[src/wsfd_pkg.sv]
package wsfd_pkg;

    // Parser phase; the unused codes fall back to expecting the first header byte.
    typedef enum logic [2:0] {
        PH_FIRST   = 3'd0,
        PH_SECOND  = 3'd1,
        PH_EXT16   = 3'd2,
        PH_EXT64   = 3'd3,
        PH_KEY     = 3'd4,
        PH_PAYLOAD = 3'd5
    } t_phase;

    localparam logic [7:0] FIN_BIT      = 8'h80;
    localparam logic [7:0] OPCODE_MASK  = 8'h0F;
    localparam logic [7:0] LEN_MASK     = 8'h7F;
    localparam logic [6:0] LEN_CODE_16  = 7'd126;
    localparam logic [6:0] LEN_CODE_64  = 7'd127;
    localparam logic [2:0] EXT16_BYTES  = 3'd2;

    // One classified beat waiting between the parser and the output stage.
    typedef struct packed {
        logic        is_header;
        logic        fin_flag;
        logic [3:0]  frame_opcode;
        logic        was_masked;
        logic [63:0] payload_length;
        logic [7:0]  raw_byte;
        logic [7:0]  key_byte;
        logic        frame_end;
    } t_qent;

endpackage

[src/wsfd_byte_if.sv]
interface wsfd_byte_if;
    logic       valid;
    logic       ready;
    logic [7:0] rx_byte;

    modport source (output valid, output rx_byte, input ready);
    modport sink (input valid, input rx_byte, output ready);
endinterface

[src/wsfd_res_if.sv]
interface wsfd_res_if;
    logic        valid;
    logic        ready;
    logic        is_header;
    logic        fin_flag;
    logic [3:0]  frame_opcode;
    logic        was_masked;
    logic [63:0] payload_length;
    logic [7:0]  data_byte;
    logic        frame_end;

    modport source (
        output valid, output is_header, output fin_flag, output frame_opcode,
        output was_masked, output payload_length, output data_byte, output frame_end,
        input ready
    );
    modport sink (
        input valid, input is_header, input fin_flag, input frame_opcode,
        input was_masked, input payload_length, input data_byte, input frame_end,
        output ready
    );
endinterface

[src/wsfd_front.sv]
module wsfd_front
    import wsfd_pkg::*;
(
    input  logic   i_clk,
    input  logic   i_rst_n,
    input  logic   i_valid,
    input  logic   i_space,
    input  logic [7:0] i_byte,
    output logic   o_ready,
    output logic   o_push,
    output t_qent  o_ent
);

    t_phase      r_phase, n_phase;
    logic        r_fin, n_fin;
    logic [3:0]  r_opcode, n_opcode;
    logic        r_masked, n_masked;
    logic [63:0] r_len, n_len;
    logic [2:0]  r_cnt, n_cnt;
    logic [31:0] r_key, n_key;
    logic [63:0] r_rem, n_rem;
    logic [1:0]  r_kidx, n_kidx;

    logic        acc;
    logic [2:0]  cnt_inc;
    logic        after_len;
    logic        finish;
    logic [31:0] key_sh;

    assign o_ready = i_space;
    assign acc     = i_valid & i_space;
    assign cnt_inc = r_cnt + 3'd1;
    // Key byte for this payload position: first key byte sits in the top bits.
    assign key_sh  = r_key >> {~r_kidx, 3'b000};

    always_ff @(posedge i_clk) begin
        if (!i_rst_n) begin
            r_phase <= PH_FIRST;
            r_cnt   <= 3'd0;
            r_kidx  <= 2'd0;
        end else begin
            r_phase <= n_phase;
            r_cnt   <= n_cnt;
            r_kidx  <= n_kidx;
        end
    end

    always_ff @(posedge i_clk) begin
        r_fin    <= n_fin;
        r_opcode <= n_opcode;
        r_masked <= n_masked;
        r_len    <= n_len;
        r_key    <= n_key;
        r_rem    <= n_rem;
    end

    always_comb begin
        n_phase   = r_phase;
        n_fin     = r_fin;
        n_opcode  = r_opcode;
        n_masked  = r_masked;
        n_len     = r_len;
        n_cnt     = r_cnt;
        n_key     = r_key;
        n_rem     = r_rem;
        n_kidx    = r_kidx;
        after_len = 1'b0;
        finish    = 1'b0;
        o_push    = 1'b0;
        o_ent     = '0;
        if (acc) begin
            case (r_phase)
                PH_SECOND: begin
                    n_masked = i_byte[7];
                    n_cnt    = 3'd0;
                    if (i_byte[6:0] == LEN_CODE_16) begin
                        n_len   = 64'd0;
                        n_phase = PH_EXT16;
                    end else if (i_byte[6:0] == LEN_CODE_64) begin
                        n_len   = 64'd0;
                        n_phase = PH_EXT64;
                    end else begin
                        n_len     = 64'(i_byte & LEN_MASK);
                        after_len = 1'b1;
                    end
                end
                PH_EXT16: begin
                    n_len = {r_len[55:0], i_byte};
                    n_cnt = cnt_inc;
                    if (cnt_inc >= EXT16_BYTES || cnt_inc == 3'd0) begin
                        after_len = 1'b1;
                    end
                end
                PH_EXT64: begin
                    n_len = {r_len[55:0], i_byte};
                    n_cnt = cnt_inc;
                    // Counter wraps to zero after the eighth byte.
                    if (cnt_inc == 3'd0) begin
                        after_len = 1'b1;
                    end
                end
                PH_KEY: begin
                    n_key = {r_key[23:0], i_byte};
                    n_cnt = cnt_inc;
                    if (cnt_inc[2]) begin
                        finish = 1'b1;
                    end
                end
                PH_PAYLOAD: begin
                    n_kidx = r_kidx + 2'd1;
                    if (r_rem != 64'd0) begin
                        n_rem = r_rem - 64'd1;
                    end
                    if (n_rem == 64'd0) begin
                        n_phase = PH_FIRST;
                    end
                    o_push             = 1'b1;
                    o_ent.is_header    = 1'b0;
                    o_ent.fin_flag     = r_fin;
                    o_ent.frame_opcode = r_opcode;
                    o_ent.was_masked   = r_masked;
                    o_ent.payload_length = r_len;
                    o_ent.raw_byte     = i_byte;
                    o_ent.key_byte     = r_masked ? key_sh[7:0] : 8'd0;
                    o_ent.frame_end    = (n_rem == 64'd0);
                end
                default: begin
                    n_fin    = (i_byte & FIN_BIT) != 8'd0;
                    n_opcode = 4'(i_byte & OPCODE_MASK);
                    n_masked = 1'b0;
                    n_len    = 64'd0;
                    n_cnt    = 3'd0;
                    n_key    = 32'd0;
                    n_rem    = 64'd0;
                    n_kidx   = 2'd0;
                    n_phase  = PH_SECOND;
                end
            endcase
            if (after_len) begin
                n_cnt = 3'd0;
                if (n_masked) begin
                    n_key   = 32'd0;
                    n_phase = PH_KEY;
                end else begin
                    finish = 1'b1;
                end
            end
            if (finish) begin
                n_rem   = n_len;
                n_kidx  = 2'd0;
                n_cnt   = 3'd0;
                n_phase = (n_len == 64'd0) ? PH_FIRST : PH_PAYLOAD;
                o_push             = 1'b1;
                o_ent.is_header    = 1'b1;
                o_ent.fin_flag     = r_fin;
                o_ent.frame_opcode = r_opcode;
                o_ent.was_masked   = n_masked;
                o_ent.payload_length = n_len;
                o_ent.raw_byte     = 8'd0;
                o_ent.key_byte     = 8'd0;
                o_ent.frame_end    = (n_len == 64'd0);
            end
        end
    end

    // The key phase is only ever entered for a masked frame.
    a_key_masked: assert property (@(posedge i_clk) disable iff (!i_rst_n)
        r_phase == PH_KEY |-> r_masked)
        else $error("key phase without mask flag");

    // The 16-bit extended length never counts past its two bytes.
    a_ext16_cnt: assert property (@(posedge i_clk) disable iff (!i_rst_n)
        r_phase == PH_EXT16 |-> r_cnt < EXT16_BYTES)
        else $error("16-bit length counter overran");

endmodule

[src/wsfd_fifo.sv]
module wsfd_fifo
    import wsfd_pkg::*;
(
    input  logic  i_clk,
    input  logic  i_rst_n,
    input  logic  i_push,
    input  t_qent i_data,
    output logic  o_space,
    input  logic  i_pop,
    output logic  o_valid,
    output t_qent o_data
);

    t_qent      r_mem [2];
    logic       r_wr, r_rd;
    logic [1:0] r_count;
    logic       do_push, do_pop;

    assign o_space = (r_count != 2'd2);
    assign o_valid = (r_count != 2'd0);
    assign o_data  = r_mem[r_rd];
    assign do_push = i_push & o_space;
    assign do_pop  = i_pop & o_valid;

    always_ff @(posedge i_clk) begin
        if (!i_rst_n) begin
            r_wr    <= 1'b0;
            r_rd    <= 1'b0;
            r_count <= 2'd0;
        end else begin
            if (do_push) begin
                r_wr <= ~r_wr;
            end
            if (do_pop) begin
                r_rd <= ~r_rd;
            end
            r_count <= r_count + {1'b0, do_push} - {1'b0, do_pop};
        end
    end

    always_ff @(posedge i_clk) begin
        if (do_push) begin
            r_mem[r_wr] <= i_data;
        end
    end

    // The parser is held off while full, so nothing is ever pushed into a full queue.
    a_no_overflow: assert property (@(posedge i_clk) disable iff (!i_rst_n)
        i_push |-> r_count != 2'd2)
        else $error("push into full queue");

endmodule

[src/wsfd_back.sv]
module wsfd_back
    import wsfd_pkg::*;
(
    input  logic  i_clk,
    input  logic  i_rst_n,
    input  logic  i_valid,
    input  t_qent i_ent,
    output logic  o_pop,
    wsfd_res_if.source o_res
);

    logic        r_valid;
    logic        r_is_header;
    logic        r_fin;
    logic [3:0]  r_opcode;
    logic        r_masked;
    logic [63:0] r_len;
    logic [7:0]  r_data;
    logic        r_end;

    assign o_pop = i_valid & (!r_valid | o_res.ready);

    always_ff @(posedge i_clk) begin
        if (!i_rst_n) begin
            r_valid <= 1'b0;
        end else if (!r_valid || o_res.ready) begin
            r_valid <= i_valid;
        end
    end

    always_ff @(posedge i_clk) begin
        if (o_pop) begin
            r_is_header <= i_ent.is_header;
            r_fin       <= i_ent.fin_flag;
            r_opcode    <= i_ent.frame_opcode;
            r_masked    <= i_ent.was_masked;
            r_len       <= i_ent.payload_length;
            r_data      <= i_ent.raw_byte ^ i_ent.key_byte;
            r_end       <= i_ent.frame_end;
        end
    end

    assign o_res.valid          = r_valid;
    assign o_res.is_header      = r_is_header;
    assign o_res.fin_flag       = r_fin;
    assign o_res.frame_opcode   = r_opcode;
    assign o_res.was_masked     = r_masked;
    assign o_res.payload_length = r_len;
    assign o_res.data_byte      = r_data;
    assign o_res.frame_end      = r_end;

    // A header beat always carries a zero data byte.
    a_hdr_zero: assert property (@(posedge i_clk) disable iff (!i_rst_n)
        r_valid && r_is_header |-> r_data == 8'd0)
        else $error("header beat with non-zero data");

endmodule

[src/websocket_frame_decoder.sv]
// A byte that completes a header or carries payload is written to the queue at the edge
// that accepts it and moves into the output register once that register is free; its
// result beat is offered from there. Throughput: one byte per cycle while the queue has
// space, set by the single-byte parser step; header bytes that complete nothing give no
// beat. Reset is synchronous and active low: it returns the parser to the first header
// byte, empties the queue and drops the output beat.
module websocket_frame_decoder
    import wsfd_pkg::*;
(
    input  logic i_clk,
    input  logic i_rst_n,
    wsfd_byte_if.sink   i_rx,
    wsfd_res_if.source  o_res
);

    // The front parser walks the RFC 6455 header one byte at a time and classifies each
    // byte. Bytes that finish a header or carry payload become queue entries; the
    // entry already holds the selected masking key byte, so the back end only XORs.
    logic  push;
    logic  space;
    t_qent ent_in;
    logic  q_valid;
    logic  pop;
    t_qent ent_out;

    wsfd_front u_front (
        .i_clk   (i_clk),
        .i_rst_n (i_rst_n),
        .i_valid (i_rx.valid),
        .i_space (space),
        .i_byte  (i_rx.rx_byte),
        .o_ready (i_rx.ready),
        .o_push  (push),
        .o_ent   (ent_in)
    );

    // A two-entry queue lets the parser keep taking bytes while a finished beat
    // waits at the output.
    wsfd_fifo u_fifo (
        .i_clk   (i_clk),
        .i_rst_n (i_rst_n),
        .i_push  (push),
        .i_data  (ent_in),
        .o_space (space),
        .i_pop   (pop),
        .o_valid (q_valid),
        .o_data  (ent_out)
    );

    // The back end unmasks the payload byte and holds the result beat in a register.
    wsfd_back u_back (
        .i_clk   (i_clk),
        .i_rst_n (i_rst_n),
        .i_valid (q_valid),
        .i_ent   (ent_out),
        .o_pop   (pop),
        .o_res   (o_res)
    );

endmodule
[src/flat_wrapper.sv]
// flat-port wrapper written by rule: the top's interface ports become plain ports
module websocket_frame_decoder_flat import wsfd_pkg::*;
  (i_clk, i_rst_n, i_rx_valid, i_rx_rx_byte, i_rx_ready, o_res_valid, o_res_is_header, o_res_fin_flag, o_res_frame_opcode, o_res_was_masked, o_res_payload_length, o_res_data_byte, o_res_frame_end, o_res_ready);
  wsfd_byte_if i_rx_i ();
  wsfd_res_if o_res_i ();
  input  logic i_clk;
  input  logic i_rst_n;
  input wire logic [$bits(i_rx_i.valid)-1:0] i_rx_valid;
  input wire logic [$bits(i_rx_i.rx_byte)-1:0] i_rx_rx_byte;
  output wire logic [$bits(i_rx_i.ready)-1:0] i_rx_ready;
  output wire logic [$bits(o_res_i.valid)-1:0] o_res_valid;
  output wire logic [$bits(o_res_i.is_header)-1:0] o_res_is_header;
  output wire logic [$bits(o_res_i.fin_flag)-1:0] o_res_fin_flag;
  output wire logic [$bits(o_res_i.frame_opcode)-1:0] o_res_frame_opcode;
  output wire logic [$bits(o_res_i.was_masked)-1:0] o_res_was_masked;
  output wire logic [$bits(o_res_i.payload_length)-1:0] o_res_payload_length;
  output wire logic [$bits(o_res_i.data_byte)-1:0] o_res_data_byte;
  output wire logic [$bits(o_res_i.frame_end)-1:0] o_res_frame_end;
  input wire logic [$bits(o_res_i.ready)-1:0] o_res_ready;
  assign i_rx_i.valid = i_rx_valid;
  assign i_rx_i.rx_byte = i_rx_rx_byte;
  assign i_rx_ready = i_rx_i.ready;
  assign o_res_valid = o_res_i.valid;
  assign o_res_is_header = o_res_i.is_header;
  assign o_res_fin_flag = o_res_i.fin_flag;
  assign o_res_frame_opcode = o_res_i.frame_opcode;
  assign o_res_was_masked = o_res_i.was_masked;
  assign o_res_payload_length = o_res_i.payload_length;
  assign o_res_data_byte = o_res_i.data_byte;
  assign o_res_frame_end = o_res_i.frame_end;
  assign o_res_i.ready = o_res_ready;
  websocket_frame_decoder u_core (.i_clk(i_clk), .i_rst_n(i_rst_n), .i_rx(i_rx_i), .o_res(o_res_i));
endmodule
[config.mk]
export PLATFORM = sky130hd
export DESIGN_NAME = websocket_frame_decoder_flat
export DESIGN_NICKNAME = d
export VERILOG_FILES = /design/src/wsfd_pkg.sv /design/src/wsfd_byte_if.sv /design/src/wsfd_res_if.sv /design/src/wsfd_front.sv /design/src/wsfd_fifo.sv /design/src/wsfd_back.sv /design/src/websocket_frame_decoder.sv /design/src/flat_wrapper.sv
export SDC_FILE = /design/constraint.sdc
export NUM_CORES = 1
export LEC_CHECK = 0
export BUFFER_PORTS_ARGS = -buffer_cell sky130_fd_sc_hd__buf_2
export CAP_MARGIN = 20
export CORE_UTILIZATION = 24
export DETAILED_ROUTE_END_ITERATION = 6
export SLEW_MARGIN = 40
export SYNTH_ARGS = -nofsm -noshare
export SYNTH_HDL_FRONTEND = slang
export SYNTH_HIERARCHICAL = 1
export SYNTH_SLANG_ARGS = --single-unit
[constraint.sdc]
create_clock -name i_clk -period 7.66 [get_ports i_clk]
set_clock_uncertainty 0.2 [all_clocks]
set_input_delay 0.383 -clock i_clk [delete_from_list [all_inputs] [get_ports i_clk]]
set_output_delay 0.383 -clock i_clk [all_outputs]
set_load 0.03 [all_outputs]
---- Word level (Yosys, flattened, before mapping) ----
Memories as Yosys holds them, arrays and structs flattened. A register that Yosys moved wholly into a read port is not among the register bits.
Index checks and enable logic that the tools add are counted.
storage, ports and cells
  flip-flop bits (word level) ............. 259
  memory bits (writable) .................. 176
  bits of input ports ..................... 12
  output and inout bits ................... 82
  logic and storage cells ................. 115
  memories kept ........................... 1
cells by class
  add/subtract/negate cells ............... 5
  magnitude comparators ................... 1
  equality and inequality tests ........... 10
  shift operators ......................... 1
  multiplexer cells ....................... 49
  bitwise logic cells ..................... 10
  reductions and logical operators ........ 18
memory list
  memory               depth  width  rd ports  clocked after Yosys merged registers in  wr ports  RTL line         RTL
  u_core.u_fifo.r_mem  2      88     1         1                                        1         wsfd_fifo.sv:14  t_qent r_mem [2];
operator list
  cell                     count
  $mux W64                 5
  $pmux W64 S3             1
  $mux W88                 2
  $logic_not A64 Y1        2
  $pmux W64 S2             1
  $mux W87                 1
  $mux W32                 2
  $pmux W32 S2             1
  $reduce_bool A64 Y1      1
  $sub A64 B1 Y64 const B  1
  $shr A32 B5 Y8           1
  $mux W3                  9
  $mux W1                  18
  $eq A7 B7 Y1 const B     2
  $mux W7                  2
  $reduce_or A4 Y1         3
  $pmux W3 S3              1
  $mux W8                  1
  $xor A8 B8 Y8            1
  $eq A3 B2 Y1 const B     2
  $eq A3 B3 Y1 const B     2
  $pmux W3 S2              1
  $reduce_and A2 Y1        3
  $reduce_or A5 Y1         1
  other kinds (23)         30

---- Longest topological paths before layout ----
  word-level depth ........................ 13
  depth in mapped cells ................... 16
  mapped depth without buffers ............ 15

---- By module ----
Netlist, hierarchy kept.
by module, submodules not included
  module      times used  cells an instance  area each (um2)  sequential area each (um2)
  wsfd_front  1           1078               10518.8          5144.9
  wsfd_fifo   1           298                6660.1           5385.2
  wsfd_back   1           92                 2519.9           2422.3

---- Worst setup path before layout ----
Ideal clock, no wire load.
  path kind ............................... input to register
  from .................................... in i_rx_rx_byte[5]
  to ...................................... mem u_core/u_fifo/r_mem[0][0] (netlist bit) (enable)
  setup time .............................. 0.536 ns
  arrival ................................. 5.727 ns
  data required time ...................... 6.924 ns
  path slack .............................. 1.197 ns
  cell stages on the path ................. 11
  path buffers ............................ 1
  cells stage by stage .................... and4_1 > nand3_1 > a21oi_1 > nor2_1 > o31a_1 > a22o_1 > buf_6 > nand2_1 > o21ai_0 > nand2_1 > nor2_1
between the ends
  word-level cells in the longest chain between the ends .. 12
  elaborated cells on any way between the ends .. 13
  those cells by class .................... eq/ne (2); mux (10); bitwise (1)
RTL lines
  element                            RTL line                       RTL
  start, declared                    flat_wrapper.sv:9              input wire logic [$bits(i_rx_i.rx_byte)-1:0] i_rx_rx_byte;
  $eq A7 B7 Y1                       wsfd_front.sv:79               end else if (i_byte[6:0] == LEN_CODE_64) begin
  $mux W1                            wsfd_front.sv:79
  $mux W1 (*)                        wsfd_front.sv:76               if (i_byte[6:0] == LEN_CODE_16) begin
  $pmux W1 S3 (*)                    wsfd_front.sv:72               case (r_phase)
  $mux W1 (*)                        wsfd_front.sv:71               if (acc) begin
  $mux W1 (*)                        wsfd_front.sv:139              if (after_len) begin
  $mux W1 (*)                        wsfd_front.sv:71
  $mux W1 (*)                        wsfd_front.sv:148              if (finish) begin
  $mux W1 (*)                        wsfd_front.sv:71
  named net u_core.push              websocket_frame_decoder.sv:19  logic push;
  $and A1 B1 Y1 (*)                  wsfd_fifo.sv:22                assign do_push = i_push & o_space;
  $mux W1 (*)                        wsfd_fifo.sv:42                if (do_push) begin
  $mux W1 (not written as such) (*)  wsfd_fifo.sv:43                r_mem[r_wr] <= i_data;
  end, declared                      wsfd_fifo.sv:14
Mark *: on every way through the listed nets, which the timed path passes. The rest lies on a longest branch. The select of a mux whose other input is x is not followed.

---- Worst setup path after layout ----
  from .................................... in i_rx_rx_byte[6]
  to ...................................... mem u_core/u_fifo/r_mem[1][37] (netlist bit) (enable)
Same word-level chain as after synthesis.

==> results.py <==
metrics = {
    "logic_synthesis": {
        "netlist_area_um2": 19700,
        "syn_inst": 1468,
        "synthArstFlopShare_pct": 0,
        "synth_largest_area_cell": "edfxtp_1",
        "syn_nets": 1486,
        "syn_avg_cell_area_um2": 13.42,
        "yosysMostFrequentCell": "edfxtp_1",
        "yosysSeqAreaShare_pct": 65.75,
        "synth_top_flop_cell": "edfxtp_1",
        "ys_types": 68,
        "synthTopCellsByCount": "edfxtp_1 (422), nand2_1 (169), a21oi_1 (81), o21ai_0 (74), nor2_1 (70)",
        "synth.area.top_cells": "edfxtp_1 (64%), mux2_2 (3.9%), nand2_1 (3.2%)",
        "ys_warn_count": 6,
        "synth_edf_count": 422,
        "synth-seq-cells": 436,
        "synth_top_area_share_pct": 64.33,
    },
    "sta": {
        "drv_slew": 0,
        "max_freq_ghz": 0.2119,
        "min_period_ns": 4.720,
        "fin_crit_sh_pct": 61.62,
        "maxSlewHeadroom_pct": 43.90,
        "worst_pin_slew_ns": 0.8415,
        "final_hold_viol_count": 0,
        "rsz0062_at_grt": "no",
        "setup-violations-final": 0,
        "finalSetupTns_ns": 0,
    },
    "cts": {
        "clk_path_buf_depth": 3,
        "post-cts-setup-buffers": 0,
        "cts-buffers-inserted": 45,
        "cts_root_buf": "clkbuf_16",
        "worstSkewPairLatency_ns": 0.61,
        "htree_num_levels": 2,
        "clkTransAtPathRegs_ns": 0.07,
        "cts_resized": 0,
        "cts_tree": "done",
        "cts_sinks": 436,
        "holdBufCountCts": 10,
    },
    "pwr": {
        "ir_worst_vdd_mv": 0.1504,
        "internal-power_w": 0.004582,
        "switching_share_pct": 28.90,
        "seqPwrFrac_pct": 49.3,
        "p_sw_w": 0.001862,
        "p_leak_nw": 7.409,
        "comb_power_share_pct": 15.3,
        "total_power_w": 0.006445,
        "power.density_nw_per_um2": 280.3,
        "clockPowerShare_pct": 35.4,
    },
    "finish": {
        "drive_gt1_share_pct": 20.05,
        "post-route-util_pct": 28.45,
        "nets": 1568,
        "fin_cells": 2647,
        "syn_to_final_growth_pct": 16.70,
        "fillers": 8119,
    },
    "global_routing": {
        "grt_usage_pct": 12.55,
        "grt_max_degree": 75,
        "grt_overflow": 0,
        "grt_pass1_wl_um": 80230,
        "grt_pass1_vias": 12390,
        "antenna_found_initial": 0,
    },
    "placed_design": {
        "gp_congestion": 0.9208,
        "port_buffers": 93,
        "post-dp-hpwl_um": 37280,
        "place_inst": 2551,
    },
    "critical_path": {
        "crit_fanout": 74,
        "r2r-start": "u_core/u_front/r_rem[0]$_DFFE_PP_",
        "path_buf_inv": 6,
        "worst_path_most_repeated_cell": "buf_4",
        "crit_start": "i_rx_rx_byte[6]",
        "worst_path_largest_cell_delay_ns": 0.60,
        "cp_cell_sequence": "dlygate4sd3_1, buf_2, and4_1, nand3_1, a21oi_1, nor2_1, o31a_1, a22o_2, buf_4, nand2_1, o21ai_0, buf_4, and3_4, buf_12, buf_4",
        "start_kind": "primary input",
        "critPathKind": "primary input to flop",
        "reg2reg_slack_ns": 3.02,
        "critical_path.slowest_cell": "buf_4",
        "worst_setup_path_end_kind": "flop",
        "required_ns": 7.67,
        "critPathArrivalTime_ns": 4.73,
        "crit_family": "buffers and inverters",
    },
    "worst_hold_path": {
        "min_from": "i_rx_rx_byte[5]",
        "min_path_type": "primary input to flop",
    },
    "route": {
        "ant_nets": 0,
        "via_count": 12880,
        "drc": 8,
        "viasPerCell": 4.864,
        "wl_per_cell_um": 20.21,
        "postRouteWirelength_um": 53490,
        "drt_first_pass_iters": 7,
        "drt_iter0_markers": 1355,
    },
    "flow_run": {
        "drv_cap": 0,
    },
    "run_status": {
        "violations": "design-rule violations",
        "outcome": "complete, but fails checks",
    },
    "die": {
        "die_height_um": 288.5,
        "num_rows": 104,
        "die-area_um2": 83230,
        "ios": 94,
        "core_area_um2": 80810,
        "die_w_um": 288.5,
        "start_util_pct": 24.38,
    },
}
## metrics by stage
stage	worst slack (ns)	instance area, um^2	hold WS (ns)
2_1_floorplan	1.197	19700	0.2549
3_3_place_gp	2.807	21230	0.3054
3_5_place_dp	2.652	21270	0.3208
4_1_cts	2.742	22930	0.003199
5_1_grt	2.607	22990	0.02680
6_report	2.940	22990	0.03586
## area by class of cell
class	instances	area [um^2]	share of cell area (%)
clock buffer	53	1186	5.159
antenna	1	2.502	0.01088
clock inverter	30	376.6	1.638
timing repair buffer	121	758.2	3.298
tap	1060	1326	5.769
multi-input combinational	932	6326	27.52
sequential	436	12960	56.36
inverter	14	57.56	0.2504
## cell families after synthesis
group | Yosys count | share of synthesized area (%)
mux | 98 | 6.428
flops | 436 | 65.75
fa+ha+maj | 6 | 0.3811
compound gates | 298 | 9.947
simple gates | 459 | 11.86
xor+xnor | 71 | 3.157
buf+inv | 100 | 2.471
## cells in the final DEF (no fill, tap or decap), types with 40 or more instances in the layout
| cell | n |
|---|---|
| clkbuf_16 | 45 |
| a22o_1 | 67 |
| edfxtp_1 | 422 |
| nor2_1 | 67 |
| buf_2 | 93 |
| mux2_2 | 68 |
| a21oi_1 | 81 |
| nand2_1 | 168 |
| xnor2_1 | 40 |
| a22oi_1 | 40 |
| o21ai_0 | 74 |
## power groups by stage
stage          Combinational [W]  Clock (W)  Sequential, W
2_1_floorplan           0.000529          0        0.00332
3_3_place_gp            0.000959          0        0.00322
3_5_place_dp            0.000977          0        0.00322
4_1_cts                 0.000986    0.00234        0.00318
5_1_grt                  0.00105    0.00242        0.00321
6_report                0.000983    0.00228        0.00318
## layer usage
layer  global-route usage [%]  share of wire [%]  wire length, um
met1                    17.47                 44            23660
met2                    20.46                 48            25660
met3                    1.485                5.5             2958
met4                    3.611                2.3             1211
met5                        0                  0                0
## final timing paths
kind,to,cells after the start
setup / recovery,u_core/u_fifo/r_mem[1][37]$_DFFE_PP_,15
hold / removal,u_core/u_front/r_key[5]$_DFFE_PP_,3
setup reg to reg,u_core/u_fifo/r_mem[0][0]$_DFFE_PP_,12
hold reg to reg,u_core/u_back/o_res.payload_length[53]$_DFFE_PP_,1
## state kept, by name (all words and copies together) (netlist names), 2 cells and up, named ones only
name / cells
u_core/u_front/r_phase: 3
u_core/u_fifo/r_count: 2
u_core/u_front/r_kidx: 2
u_core/u_front/r_opcode: 4
u_core/u_front/r_cnt: 3
u_core/u_back/o_res.frame_opcode: 4
u_core/u_front/r_key: 32
u_core/u_front/r_rem: 64
u_core/u_back/o_res.payload_length: 64
u_core/u_back/o_res.data_byte: 8
u_core/u_fifo/r_mem: 176
u_core/u_front/r_len: 64
## tightest hold or removal path, stage by stage
cell,delay [ns]
buf_2,0.15
a22oi_1,0.10
nor2_1,0.09
(Power assumes the default switching activity.)
